File: src/design/wapr_pkg.sv
// ----------------------------------------------------------------------------
// wapr_pkg
// shared types and constants of the anti-pinch reversal control unit
// ----------------------------------------------------------------------------
`default_nettype none

package wapr_pkg;

	// apb address width: three 32-bit registers at byte offsets 0, 4, 8
	localparam int unsigned AddrW = 4;
	localparam int unsigned DataW = 32;
	localparam int unsigned PosW  = 16;

	localparam logic [PosW-1:0] LockoutTicksReset = 16'd5000;
	localparam logic [1:0]      LockoutThreshold  = 2'd2;
	localparam logic [1:0]      LockoutCountMax   = 2'd3;

	// motor direction codes, code 3 means neither direction
	localparam logic [1:0] DirClosing = 2'd1;
	localparam logic [1:0] DirOpening = 2'd2;

	typedef enum logic {
		OP_STEP = 1'b0,
		OP_TICK = 1'b1
	} opcode_t;

	typedef enum logic [1:0] {
		REG_REVERSE_DISTANCE = 2'd0,
		REG_LOCKOUT_ENABLE   = 2'd1,
		REG_LOCKOUT_TICKS    = 2'd2
	} reg_idx_t;

	typedef struct packed {
		opcode_t         opcode;
		logic [PosW-1:0] hall_position;
		logic            sample_ready;
		logic            position_valid;
		logic            pinch_result;
		logic [1:0]      motor_direction;
		logic            motor_stopped;
		logic            stop_delay_done;
		logic            in_pinch_zone;
		logic            blocked_up;
		logic            blocked_down;
		logic            at_soft_stop;
	} step_t;

	typedef struct packed {
		logic stop_request;
		logic reverse_request;
		logic pinch_active;
		logic reversing;
		logic protection_off;
		logic keep_awake;
		logic sample_consumed;
		logic detector_reset;
	} result_t;

	typedef struct packed {
		logic [PosW-1:0] reverse_distance;
		logic            lockout_enable;
		logic [PosW-1:0] lockout_ticks;
	} cfg_t;

endpackage

`default_nettype wire

File: src/design/wapr_step_if.sv
// ----------------------------------------------------------------------------
// wapr_step_if
// valid/ready channel carrying one input item (tick or control step)
// ----------------------------------------------------------------------------
`default_nettype none

interface wapr_step_if;
	logic            valid;
	logic            ready;
	wapr_pkg::step_t payload;

	modport source (output valid, output payload, input ready);
	modport sink   (input valid, input payload, output ready);
endinterface

`default_nettype wire

File: src/design/wapr_result_if.sv
// ----------------------------------------------------------------------------
// wapr_result_if
// valid/ready channel carrying one result item
// ----------------------------------------------------------------------------
`default_nettype none

interface wapr_result_if;
	logic              valid;
	logic              ready;
	wapr_pkg::result_t payload;

	modport source (output valid, output payload, input ready);
	modport sink   (input valid, input payload, output ready);
endinterface

`default_nettype wire

File: src/design/wapr_regs.sv
// ----------------------------------------------------------------------------
// wapr_regs
// apb configuration registers: reverse distance, lockout enable, lockout load
// ----------------------------------------------------------------------------
`default_nettype none

module wapr_regs (
	input  wire logic                         clk,
	input  wire logic                         arst_n,
	input  wire logic                         psel,
	input  wire logic                         penable,
	input  wire logic                         pwrite,
	input  wire logic [wapr_pkg::AddrW-1:0]   paddr,
	input  wire logic [wapr_pkg::DataW-1:0]   pwdata,
	output logic      [wapr_pkg::DataW-1:0]   prdata,
	output logic                              pready,
	output wapr_pkg::cfg_t                    cfg
);

	wapr_pkg::reg_idx_t idx;
	logic               wr_en;

	assign idx    = wapr_pkg::reg_idx_t'(paddr[wapr_pkg::AddrW-1:2]);
	assign pready = 1'b1;
	assign wr_en  = psel && penable && pwrite && pready;

	always_ff @(posedge clk or negedge arst_n) begin
		if (!arst_n) begin
			cfg.reverse_distance <= '0;
			cfg.lockout_enable   <= 1'b1;
			cfg.lockout_ticks    <= wapr_pkg::LockoutTicksReset;
		end else if (wr_en) begin
			unique case (idx)
				wapr_pkg::REG_REVERSE_DISTANCE: begin
					cfg.reverse_distance <= pwdata[wapr_pkg::PosW-1:0];
				end
				wapr_pkg::REG_LOCKOUT_ENABLE: begin
					cfg.lockout_enable <= pwdata[0];
				end
				wapr_pkg::REG_LOCKOUT_TICKS: begin
					cfg.lockout_ticks <= pwdata[wapr_pkg::PosW-1:0];
				end
				default: begin
					// unmapped offset, write dropped
				end
			endcase
		end
	end

	always_comb begin
		prdata = '0;
		unique case (idx)
			wapr_pkg::REG_REVERSE_DISTANCE: prdata[wapr_pkg::PosW-1:0] = cfg.reverse_distance;
			wapr_pkg::REG_LOCKOUT_ENABLE:   prdata[0] = cfg.lockout_enable;
			wapr_pkg::REG_LOCKOUT_TICKS:    prdata[wapr_pkg::PosW-1:0] = cfg.lockout_ticks;
			default:                        prdata = '0;
		endcase
	end

endmodule

`default_nettype wire

File: src/design/wapr_core.sv
// ----------------------------------------------------------------------------
// wapr_core
// anti-pinch state and the single-pass step logic for one item
// ----------------------------------------------------------------------------
`default_nettype none

module wapr_core (
	input  wire logic             clk,
	input  wire logic             arst_n,
	input  wire logic             fire,
	input  wire wapr_pkg::step_t  item,
	input  wire wapr_pkg::cfg_t   cfg,
	output wapr_pkg::result_t     result
);

	logic                      ev_q, rev_q, flag_q, stop_q, down_q;
	logic [wapr_pkg::PosW-1:0] target_q, timer_q;
	logic [1:0]                count_q;

	logic                      ev_d, rev_d, flag_d, stop_d, down_d;
	logic [wapr_pkg::PosW-1:0] target_d, timer_d;
	logic [1:0]                count_d;
	logic                      pinch, trigger, awake, consumed, det, past_end;

	always_comb begin
		ev_d     = ev_q;
		rev_d    = rev_q;
		flag_d   = flag_q;
		stop_d   = stop_q;
		down_d   = down_q;
		target_d = target_q;
		timer_d  = timer_q;
		count_d  = count_q;
		pinch    = 1'b0;
		trigger  = 1'b0;
		consumed = 1'b0;
		det      = 1'b0;
		awake    = ev_q;
		past_end = (item.hall_position > target_q) || item.blocked_down || item.at_soft_stop;

		if (item.opcode == wapr_pkg::OP_TICK) begin
			if (timer_q != '0) begin
				timer_d = timer_q - 16'd1;
			end
		end else begin
			// lockout flag from timer and event count
			if (timer_q != '0) begin
				if (count_q >= wapr_pkg::LockoutThreshold) begin
					flag_d = !item.blocked_up;
					if (item.blocked_up) begin
						count_d = '0;
					end
				end
			end else begin
				flag_d  = 1'b0;
				count_d = '0;
			end

			// sample evaluation
			if (item.sample_ready) begin
				pinch    = (item.motor_direction == wapr_pkg::DirClosing) &&
				           item.position_valid && item.pinch_result;
				consumed = 1'b1;
			end

			// stop latch
			trigger = item.blocked_up || pinch;
			det     = trigger || item.motor_stopped;
			if (trigger && item.in_pinch_zone && !flag_d && !ev_q) begin
				ev_d   = 1'b1;
				stop_d = 1'b1;
			end
			awake = ev_d;

			// reversal
			if (ev_d) begin
				if (!rev_q) begin
					if (item.motor_stopped && item.stop_delay_done) begin
						target_d = item.hall_position + cfg.reverse_distance;
						rev_d    = 1'b1;
						stop_d   = 1'b0;
						down_d   = 1'b1;
					end else begin
						stop_d = 1'b1;
					end
				end else if (past_end) begin
					stop_d = 1'b1;
					down_d = 1'b0;
					ev_d   = 1'b0;
					rev_d  = 1'b0;
					if (cfg.lockout_enable) begin
						timer_d = cfg.lockout_ticks;
						if (count_d != wapr_pkg::LockoutCountMax) begin
							count_d = count_d + 2'd1;
						end
					end
				end else if (item.motor_direction != wapr_pkg::DirOpening) begin
					// early end, held requests clear on a later step
					ev_d  = 1'b0;
					rev_d = 1'b0;
				end
			end else begin
				rev_d  = 1'b0;
				down_d = 1'b0;
				stop_d = 1'b0;
			end
		end

		result.stop_request    = stop_d;
		result.reverse_request = down_d;
		result.pinch_active    = ev_d;
		result.reversing       = rev_d;
		result.protection_off  = flag_d;
		result.keep_awake      = awake;
		result.sample_consumed = consumed;
		result.detector_reset  = det;
	end

	always_ff @(posedge clk or negedge arst_n) begin
		if (!arst_n) begin
			ev_q     <= 1'b0;
			rev_q    <= 1'b0;
			flag_q   <= 1'b0;
			stop_q   <= 1'b0;
			down_q   <= 1'b0;
			target_q <= '0;
			timer_q  <= '0;
			count_q  <= '0;
		end else if (fire) begin
			ev_q     <= ev_d;
			rev_q    <= rev_d;
			flag_q   <= flag_d;
			stop_q   <= stop_d;
			down_q   <= down_d;
			target_q <= target_d;
			timer_q  <= timer_d;
			count_q  <= count_d;
		end
	end

	// reversal only ever runs inside a latched event
	a_rev_in_event: assert property (@(posedge clk) disable iff (!arst_n)
		rev_q |-> ev_q)
		else $error("reversing without a latched event");

	// the lockout timer only reloads when a reversal completes
	a_timer_reload: assert property (@(posedge clk) disable iff (!arst_n)
		(timer_q > $past(timer_q)) |-> ($past(rev_q) && !rev_q && $past(fire)))
		else $error("lockout timer loaded outside reversal end");

	// a tick never raises the timer or touches the event flags
	a_tick_quiet: assert property (@(posedge clk) disable iff (!arst_n)
		(fire && item.opcode == wapr_pkg::OP_TICK) |=>
			(timer_q <= $past(timer_q) && $stable(ev_q) && $stable(rev_q)))
		else $error("tick changed more than the lockout timer");

endmodule

`default_nettype wire

File: src/design/window_antipinch_reverse_control_unit.sv
// ----------------------------------------------------------------------------
// window_antipinch_reverse_control_unit
// an item is registered in stage 1 on transfer, and its result is registered in stage 2
// throughput: one item per cycle unless the output stalls; the input register
//   and result register let in a new transfer while a finished result waits
// reset: arst_n clears the anti-pinch state and both stage valids at once,
//   the registers return to distance 0, lockout enabled, 5000 ticks
// ----------------------------------------------------------------------------
`default_nettype none

module window_antipinch_reverse_control_unit (
	input  wire logic                        clk,
	input  wire logic                        arst_n,
	wapr_step_if.sink                        step,
	wapr_result_if.source                    result,
	input  wire logic                        psel,
	input  wire logic                        penable,
	input  wire logic                        pwrite,
	input  wire logic [wapr_pkg::AddrW-1:0]  paddr,
	input  wire logic [wapr_pkg::DataW-1:0]  pwdata,
	output logic      [wapr_pkg::DataW-1:0]  prdata,
	output logic                             pready
);

	// stage 1: registered input item
	logic              valid_s1;
	wapr_pkg::step_t   item_s1;

	// stage 2: registered result waiting for its transfer
	logic              valid_s2;
	wapr_pkg::result_t res_s2;

	wapr_pkg::cfg_t    cfg;
	wapr_pkg::result_t core_res;
	logic              in_xfer;
	logic              advance;

	// user must change configuration only while idle; unenforced, core reads it directly
	wapr_regs u_regs (
		.clk     (clk),
		.arst_n  (arst_n),
		.psel    (psel),
		.penable (penable),
		.pwrite  (pwrite),
		.paddr   (paddr),
		.pwdata  (pwdata),
		.prdata  (prdata),
		.pready  (pready),
		.cfg     (cfg)
	);

	// stage 1 moves on when the result slot is free or being drained
	assign advance    = valid_s1 && (!valid_s2 || result.ready);
	assign step.ready = !valid_s1 || advance;
	assign in_xfer    = step.valid && step.ready;

	// state update and result for the item in stage 1, in one pass
	wapr_core u_core (
		.clk    (clk),
		.arst_n (arst_n),
		.fire   (advance),
		.item   (item_s1),
		.cfg    (cfg),
		.result (core_res)
	);

	always_ff @(posedge clk or negedge arst_n) begin
		if (!arst_n) begin
			valid_s1 <= 1'b0;
			valid_s2 <= 1'b0;
		end else begin
			if (in_xfer) begin
				valid_s1 <= 1'b1;
			end else if (advance) begin
				valid_s1 <= 1'b0;
			end
			if (advance) begin
				valid_s2 <= 1'b1;
			end else if (result.ready) begin
				valid_s2 <= 1'b0;
			end
		end
	end

	// payload registers, no reset needed
	always_ff @(posedge clk) begin
		if (in_xfer) begin
			item_s1 <= step.payload;
		end
		if (advance) begin
			res_s2 <= core_res;
		end
	end

	assign result.valid   = valid_s2;
	assign result.payload = res_s2;

endmodule

`default_nettype wire
File: src/flat_wrapper.sv
// flat-port wrapper written by rule: the top's interface ports become plain ports
module window_antipinch_reverse_control_unit_flat 
  (clk, arst_n, psel, penable, pwrite, paddr, pwdata, prdata, pready, step_valid, step_payload, step_ready, result_valid, result_payload, result_ready);
  wapr_step_if step_i ();
  wapr_result_if result_i ();
  input  wire logic clk;
  input  wire logic arst_n;
  input  wire logic psel;
  input  wire logic penable;
  input  wire logic pwrite;
  input  wire logic [wapr_pkg::AddrW-1:0] paddr;
  input  wire logic [wapr_pkg::DataW-1:0] pwdata;
  output logic      [wapr_pkg::DataW-1:0] prdata;
  output logic pready;
  input wire logic [$bits(step_i.valid)-1:0] step_valid;
  input wire logic [$bits(step_i.payload)-1:0] step_payload;
  output wire logic [$bits(step_i.ready)-1:0] step_ready;
  output wire logic [$bits(result_i.valid)-1:0] result_valid;
  output wire logic [$bits(result_i.payload)-1:0] result_payload;
  input wire logic [$bits(result_i.ready)-1:0] result_ready;
  assign step_i.valid = step_valid;
  assign step_i.payload = step_payload;
  assign step_ready = step_i.ready;
  assign result_valid = result_i.valid;
  assign result_payload = result_i.payload;
  assign result_i.ready = result_ready;
  window_antipinch_reverse_control_unit u_core (.clk(clk), .arst_n(arst_n), .step(step_i), .result(result_i), .psel(psel), .penable(penable), .pwrite(pwrite), .paddr(paddr), .pwdata(pwdata), .prdata(prdata), .pready(pready));
endmodule
File: config.mk
export PLATFORM = sky130hd
export DESIGN_NAME = window_antipinch_reverse_control_unit_flat
export DESIGN_NICKNAME = d
export VERILOG_FILES = /design/src/design/wapr_pkg.sv /design/src/design/wapr_step_if.sv /design/src/design/wapr_result_if.sv /design/src/design/wapr_regs.sv /design/src/design/wapr_core.sv /design/src/design/window_antipinch_reverse_control_unit.sv /design/src/flat_wrapper.sv
export SDC_FILE = /design/constraint.sdc
export NUM_CORES = 1
export LEC_CHECK = 0
export ABC_CLOCK_PERIOD_IN_PS = 3000
export BUFFER_PORTS_ARGS = -buffer_cell sky130_fd_sc_hd__clkbuf_2
export CAP_MARGIN = 20
export CORE_UTILIZATION = 56
export DETAILED_ROUTE_END_ITERATION = 8
export HOLD_SLACK_MARGIN = 0.12
export PLACE_DENSITY = 0.8
export SETUP_SLACK_MARGIN = 0.15
export SYNTH_ARGS = -nofsm -noshare
export SYNTH_HDL_FRONTEND = slang
export SYNTH_HIERARCHICAL = 1
export SYNTH_SLANG_ARGS = --single-unit
export TNS_END_PERCENT = 1
File: constraint.sdc
create_clock -name clk -period 3 [get_ports clk]
set_input_delay 0.6 -clock clk [delete_from_list [all_inputs] [get_ports clk]]
set_output_delay 0.6 -clock clk [all_outputs]
set_load 0.03 [all_outputs]
==> results by group, run 1 <==
Timing
  • Slew HR: 40.7%
  • Setup_tns: 0 ns
  • # setup viols final: 0
  • Fmax: 0.357 GHz
  • Hold WS: 0.372 ns
  • Post-layout min period: 2.80 ns
  • Final period util: 93.3%
  • Clock Skews: 0.0123 ns
  • RSZ-0062 raised after global routing: no
  • Final hold vios: 0
  • Worst-Margin Slew: 0.889 ns
  • Final Slew Violations: 0

Floorplanning
  • Die area: 0.0115 mm^2
  • Die width: 107 um
  • FP Rows: 38
  • Starting Density: 57.4%
  • # IOs: 114
  • Die Ht: 107 um
  • Core ar.: 0.0108 mm^2

Setup path
  • Critical Path RT: 3.29 ns
  • RR Startpoint: u_core/item_s1[25]
  • Maximum fanout along the worst path: 15
  • R2R depth: 10
  • Critical path class: reg2reg
  • Reg2Reg Capture Point: u_core/u_core/timer_q[15]
  • Crit path DAT: 3.08 ns
  • CP Launch Point: u_core/item_s1[25]
  • Setup crit end: u_core/u_core/timer_q[15]
  • R2R setup slack: 0.20 ns
  • Kind of end point of the critical path: flip-flop
  • CP Launch Type: flip-flop

Placed design
  • GPL Wtd Cong: 0.949
  • I/O Buffers: 78
  • Dpl hpwl: 9690 um

Clocking
  • Sink Count: 110
  • CTS Buf Count: 9
  • Clock Latency Late Sink: 0.40 ns
  • CTS tree: done
  • Clk slew on worst S/H paths: 0.10 ns
  • CTS max path bufs: 2
  • CTS root buffer: clkbuf_8
  • H-tree levels: 3

Detailed routing
  • DRC Markers: 0
  • WL final: 13100 um
  • Routed len/inst: 16.8 um
  • DR iter-0 viols: 261
  • DR vias: 4459
  • Antenna-violating nets left: 0
  • First-pass DRT Iterations: 5
  • Vias per inst: 5.75

Synth
  • Number of flops mapped to enable cells by yosys: 36
  • Cells after Synth: 558
  • Post-synth top cells: 68 x dfrtp_1, 42 x nand2_1, 36 x edfxtp_1, 36 x inv_1, 33 x ha_1
  • Asr flop ratio synth: 67.3%
  • Syn. warnings: 6
  • #FFs+latches synth: 110
  • Seq/Total Area, Yosys: 47.2%
  • Area fraction of the dominant cell type after synthesis: 27.3%
  • Top post-synthesis cells by area: dfrtp_1 27%, edfxtp_1 17%, ha_1 6.6%, mux2_2 4.2%, mux2i_1 3.5%
  • Distinct cells, synth: 74
  • Synth area leader: dfrtp_1
  • Synthesized area: 0.00623 mm^2
  • Mapped Avg Cell Area: 11.2 um^2
  • Top_reg_cell synth: dfrtp_1
  • Count leader, synth: dfrtp_1

Cells and area
  • Final core occ: 63.1%
  • Final nets: 736
  • N_diodes: 0
  • P&R area growth vs syn: 9.85%
  • Final-layout fill cell count: 835
  • Layout cells sized above 1: 27.4%

GRT
  • Antenna violations before repair: 0
  • Overall routing resource usage: 23.4%
  • Overflow after GRT: 0
  • Vias in the first global route: 4348
  • First-pass GRT wire length: 20700 um
  • Largest net degree at the start of global routing: 37

Run
  • Max cap viols: 0

Power
  • Pleak: 3.17 nW
  • Pwr Density: 694 mW/mm^2
  • Peak supply drop: 0.414 mV

Worst hold path
  • Tightest Hold Check Type: in2reg
  • Hold Path Depth: 1

Outcome
  • Status: complete, no violations
## registers in the layout, summed over array words and instances, names as in the netlist, 2 cells and up
name / flops
u_core/item_s1: 28
u_core/result.payload: 8
u_core/u_core/count_q: 2
u_core/u_core/target_q: 16
u_core/u_core/timer_q: 16
u_core/u_regs/cfg: 33
## worst min path at each step
stage	startpoint	slack, ns	end
6_report	step_payload[1]	0.37	u_core/item_s1[1]
5_1_grt	step_payload[24]	0.35	u_core/item_s1[24]
4_1_cts	step_payload[24]	0.35	u_core/item_s1[24]
3_5_place_dp	u_core/u_core/target_q[4]	0.48	u_core/u_core/target_q[4]
3_3_place_gp	u_core/u_core/target_q[10]	0.47	u_core/u_core/target_q[10]
2_1_floorplan	arst_n	0.30	u_core/result.valid
## critical path, cell delays in order, from the launching register on
cell and delay (ns):
edfxtp_1 0.44, ha_1 0.33, nand4_1 0.12, or2_1 0.29
or3_1 0.46, nand3_1 0.12, a21oi_1 0.09, o21ai_1 0.32
a21boi_4 0.11, buf_12 0.16, o221a_2 0.27
## area by class of cell
cell class | count | area, um^2 | share of cell area (%)
clock buffers | 11 | 141 | 2.07
inverters | 36 | 135 | 1.98
flip-flops and latches | 110 | 2940 | 43.0
multi-input cells | 384 | 2890 | 42.2
well taps | 140 | 175 | 2.56
repair buffers | 90 | 520 | 7.61
clock inverters | 5 | 40.0 | 0.585
## repair_timing
action	in CTS	in global routing
buffers inserted	0	1
resized for setup	0	0
setup endpoints to repair	0	14
endpoints found under the hold margin	8	0
hold buffers	1	0
## through the flow
step           setup WS [ns]  area (um^2)  power [mW]  instances
6_report               0.202         6840        4.75        776
2_1_floorplan          0.566         6280        3.48        573
3_5_place_dp           0.319         6630        3.88        758
4_1_cts                0.273         6820        4.74        775
3_3_place_gp           0.368         6630        3.79        758
5_1_grt                0.103         6840        5.03        776
## power breakdown
part	internal (mW)	switching [mW]	total, mW	leakage (nW)
Combinational	0.754	0.904	1.66	1.82
Sequential	1.91	0.318	2.23	1.25
Clock	0.334	0.525	0.859	0.0923
## layer usage
metal	up-vias	share of wire [%]	GRT usage, %
met5	-	0	0
met4	0	1.6	6.26
met3	19	5.2	5.93
li1	2119	-	-
met1	2178	42	28.9
met2	143	51	40.8
## kinds of logic after synthesis
| logic type | count (synthesis) | share of synthesized area, % |
|---|---|---|
| buffers and inverters | 79 | 7.31 |
| flip-flops | 110 | 47.2 |
| other | 2 | 0.121 |
| multiplexers | 57 | 10.6 |
| AND/OR/NAND/NOR | 147 | 12.7 |
| XOR/XNOR | 14 | 1.97 |
| AO/OA/AOI/OAI | 115 | 13.2 |
| adder cells (fa/ha/maj) | 34 | 6.95 |
## layout by cell type (no fill, tap or decap), types with 4 or more instances in the layout
cell type and instances:
nand3b_1 4, nor3_1 10, o21ai_1 9, a31oi_1 6, mux2i_1 22, a21o_1 11, nor2_1 26, a21oi_1 19
dfstp_2 6, nand3_1 14, xor2_1 5, o21ai_0 27, dfrtp_1 68, mux2_4 12, ha_1 33, nand2b_1 7
conb_1 17, or2_2 4, nand2_1 42, xnor2_1 9, clkbuf_2 77, clkbuf_8 10, nor2b_1 6, nand4_1 6
o221a_2 9, mux2_2 23, inv_1 36, buf_4 8, edfxtp_1 36
No activity file was read; power rests on OpenSTA's default activity.
==> inputs of run 2 (changes only) <==
--- a/config.mk
+++ b/config.mk
@@ -8,10 +8,12 @@
 export ABC_CLOCK_PERIOD_IN_PS = 3000
 export BUFFER_PORTS_ARGS = -buffer_cell sky130_fd_sc_hd__clkbuf_2
 export CAP_MARGIN = 20
-export CORE_UTILIZATION = 56
+export CORE_UTILIZATION = 55
+export CTS_BUF_LIST = sky130_fd_sc_hd__clkbuf_4 sky130_fd_sc_hd__clkbuf_8
+export CTS_CLUSTER_SIZE = 12
 export DETAILED_ROUTE_END_ITERATION = 8
 export HOLD_SLACK_MARGIN = 0.12
-export PLACE_DENSITY = 0.8
+export PLACE_DENSITY = 0.79
 export SETUP_SLACK_MARGIN = 0.15
 export SYNTH_ARGS = -nofsm -noshare
 export SYNTH_HDL_FRONTEND = slang
==> run 2 against run 1 <==
  * Non-clock buffer count is 3 lower
  * Die area increased by 1.8%
  * Total power grew 0.86%
  * Maximum frequency increased by 0.71%
  * Critical path depth decreased by 2
  * Flip-flop and latch count did not move
  * Highest routed layer unchanged
  * Critical endpoint is now u_core/u_core/timer_q[13]
  * Sequential share of layout area is 0.21 points higher
  * Final area decreased by 0.48%
==> results by group, run 2 (synthesis gave the netlist of run 1 again) <==
Outcome
  • Status: complete, no violations

Floorplanning
  • Starting Density: 56.9% (-0.50 points)
  • FP Rows: 38 (unchanged)
  • Die Ht: 108 um (+0.89%)
  • Die width: 108 um (+0.89%)
  • # IOs: 114 (unchanged)
  • Die area: 0.0117 mm^2 (+1.8%)
  • Core ar.: 0.0109 mm^2 (+0.88%)

Setup path
  • CP Launch Point: u_core/item_s1[24]
  • R2R depth: 8 (-2)
  • Reg2Reg Capture Point: u_core/u_core/timer_q[13]
  • RR Startpoint: u_core/item_s1[24]
  • Kind of end point of the critical path: flip-flop
  • R2R setup slack: 0.22 ns (+0.02 ns)
  • Maximum fanout along the worst path: 15 (unchanged)
  • Critical Path RT: 3.33 ns (+0.04 ns)
  • Crit path DAT: 3.11 ns (+0.03 ns)
  • Critical path class: reg2reg
  • CP Launch Type: flip-flop

Detailed routing
  • Routed len/inst: 16.8 um (+0.11%)
  • Antenna-violating nets left: 0 (unchanged)
  • DRC Markers: 0 (unchanged)
  • DR iter-0 viols: 261 (unchanged)
  • Vias per inst: 5.71 (-0.72%)
  • Highest Signal Layer: met4
  • First-pass DRT Iterations: 6 (+1)
  • WL final: 13000 um (-0.28%)
  • DR vias: 4410 (-1.1%)
  • Met3 WL: 617 um (-8.7%)
  • Met2 WL: 6650 um (about the same)
  • Met1 wire length: 5530 um (+0.18%)

Clocking
  • Sink Count: 110 (unchanged)
  • Clk slew on worst S/H paths: 0.11 ns (about the same)
  • Setup bufs post-CTS: 0 (unchanged)
  • Clock Latency Late Sink: 0.39 ns (about the same)
  • H-tree levels: 3 (unchanged)
  • CTS Buf Count: 9 (unchanged)
  • CTS root buffer: clkbuf_8
  • CTS max path bufs: 2 (unchanged)
  • CTS tree: done

Placed design
  • I/O Buffers: 78 (unchanged)
  • GPL Wtd Cong: 0.862 (-9.1%)
  • Dpl hpwl: 9860 um (+1.7%)
  • Placed cell areas: 0.00660 mm^2 (-0.49%)
  • Dpl ws: 0.276 ns (-0.0431 ns)
  • # placed instances: 757 (-0.13%)

Cells and area
  • FF+latch area: 0.00294 mm^2 (unchanged)
  • Final-layout fill cell count: 885 (+6.0%)
  • Largest Register: u_core/u_regs/cfg
  • Most common cell after layout, fill and taps aside: clkbuf_2
  • Post-Layout Cell Count: 773 (-0.39%)
  • Multi-input gate area: 0.00289 mm^2 (+0.22%)
  • Final core occ: 62.2% (-0.85 points)
  • N_diodes: 0 (unchanged)
  • Number of flip-flops in the largest register: 33 (unchanged)
  • Final nets: 733 (-0.41%)
  • Design Area, Final: 0.00681 mm^2 (-0.48%)
  • Commonest cells after routing, fill and taps aside: 77 x clkbuf_2, 68 x dfrtp_1, 42 x nand2_1
  • Layout cells sized above 1: 27.5% (+0.13 points)
  • P&R area growth vs syn: 9.32%
  • Largest regs: u_core/u_regs/cfg (33), u_core/item_s1 (28)

GRT
  • Antenna violations before repair: 0 (unchanged)
  • Overflow after GRT: 0 (unchanged)
  • Overall routing resource usage: 24.0% (+0.54 points)
  • Largest net degree at the start of global routing: 30 (-19%)
  • First-pass GRT wire length: 21500 um (+3.8%)
  • Vias in the first global route: 4520 (+4.0%)

Timing
  • Final hold vios: 0 (unchanged)
  • Final worst setup slack: 0.222 ns (+0.0197 ns)
  • Setup_tns: 0 ns (unchanged)
  • Final Slew Violations: 0 (unchanged)
  • Worst-Margin Slew: 0.952 ns (+0.0626 ns)
  • Slew HR: 36.5% (-4.2 points)
  • Fmax: 0.360 GHz (+0.71%)
  • Clock Skews: 0.0154 ns (+0.00307 ns)
  • RSZ-0062 raised after global routing: yes
  • # setup viols final: 0 (unchanged)
  • Post-layout min period: 2.78 ns (-0.0197 ns)
  • Final period util: 92.6% (-0.66 points)

Power
  • Pwr Density: 703 mW/mm^2 (+1.3%)
  • Peak supply drop: 0.410 mV (-1.1%)
  • Pleak: 3.15 nW (-0.46%)

Run
  • Max cap viols: 0 (unchanged)

Worst hold path
  • Tightest Hold Check Type: in2async
[run 2: critical path, stage by stage, from the launching register on]
cell,delay (ns)
edfxtp_1,0.43
ha_1,0.32
nand4_1,0.12
or2_1,0.29
a211o_1,0.32
a21oi_1,0.30
o21ai_1,0.17
a21boi_4,0.47
o221a_2,0.27
[run 2: timing repair]
action                                  CTS  global route
resized for setup                         0             1
hold buffers                              0             0
endpoints found under the setup margin    0            18
[run 2: per-layer routing]
| layer | GRT usage (%) | vias to the layer above |
|---|---|---|
| li1 | - | 2104 |
| met1 | 29.3 | 2162 |
| met2 | 41.6 | 127 |
| met3 | 5.73 | 17 |
| met4 | 7.92 | 0 |
| met5 | 0 | - |
[run 2: power by group]
| part | total, mW | switching [mW] | internal (mW) | leakage (nW) |
|---|---|---|---|---|
| logic | 1.63 | 0.888 | 0.746 | 1.79 |
| clock network | 0.923 | 0.525 | 0.398 | 0.106 |
| registers | 2.23 | 0.320 | 1.91 | 1.25 |
[run 2: layout make-up]
| cell class | instances | area share, % |
|---|---|---|
| clock buffers | 9 | 1.82 |
| multi-input cells | 384 | 42.5 |
| repair buffers | 87 | 6.73 |
| clock inverters | 7 | 1.19 |
| inverters | 36 | 1.99 |
| well taps | 140 | 2.57 |
| flip-flops and latches | 110 | 43.2 |
[run 2: how the worst max path moves through the flow]
stage / to / slack, ns / cells past startpoint
3_3_place_gp: u_core/u_core/target_q[0] / 0.31 / 10
6_report: u_core/u_core/timer_q[13] / 0.22 / 8
3_5_place_dp: u_core/u_core/target_q[6] / 0.28 / 10
5_1_grt: u_core/u_core/timer_q[7] / 0.08 / 8
4_1_cts: u_core/u_core/target_q[0] / 0.25 / 10
2_1_floorplan: u_core/result.payload[4] / 0.57 / 9
[run 2: per-stage QoR]
stage               power (mW)  hold slack (ns)
floorplan                 3.48            0.304
finish                    4.79            0.225
global placement          3.78            0.466
global route              5.12            0.243
CTS                       4.81            0.239
detailed placement        3.88            0.477
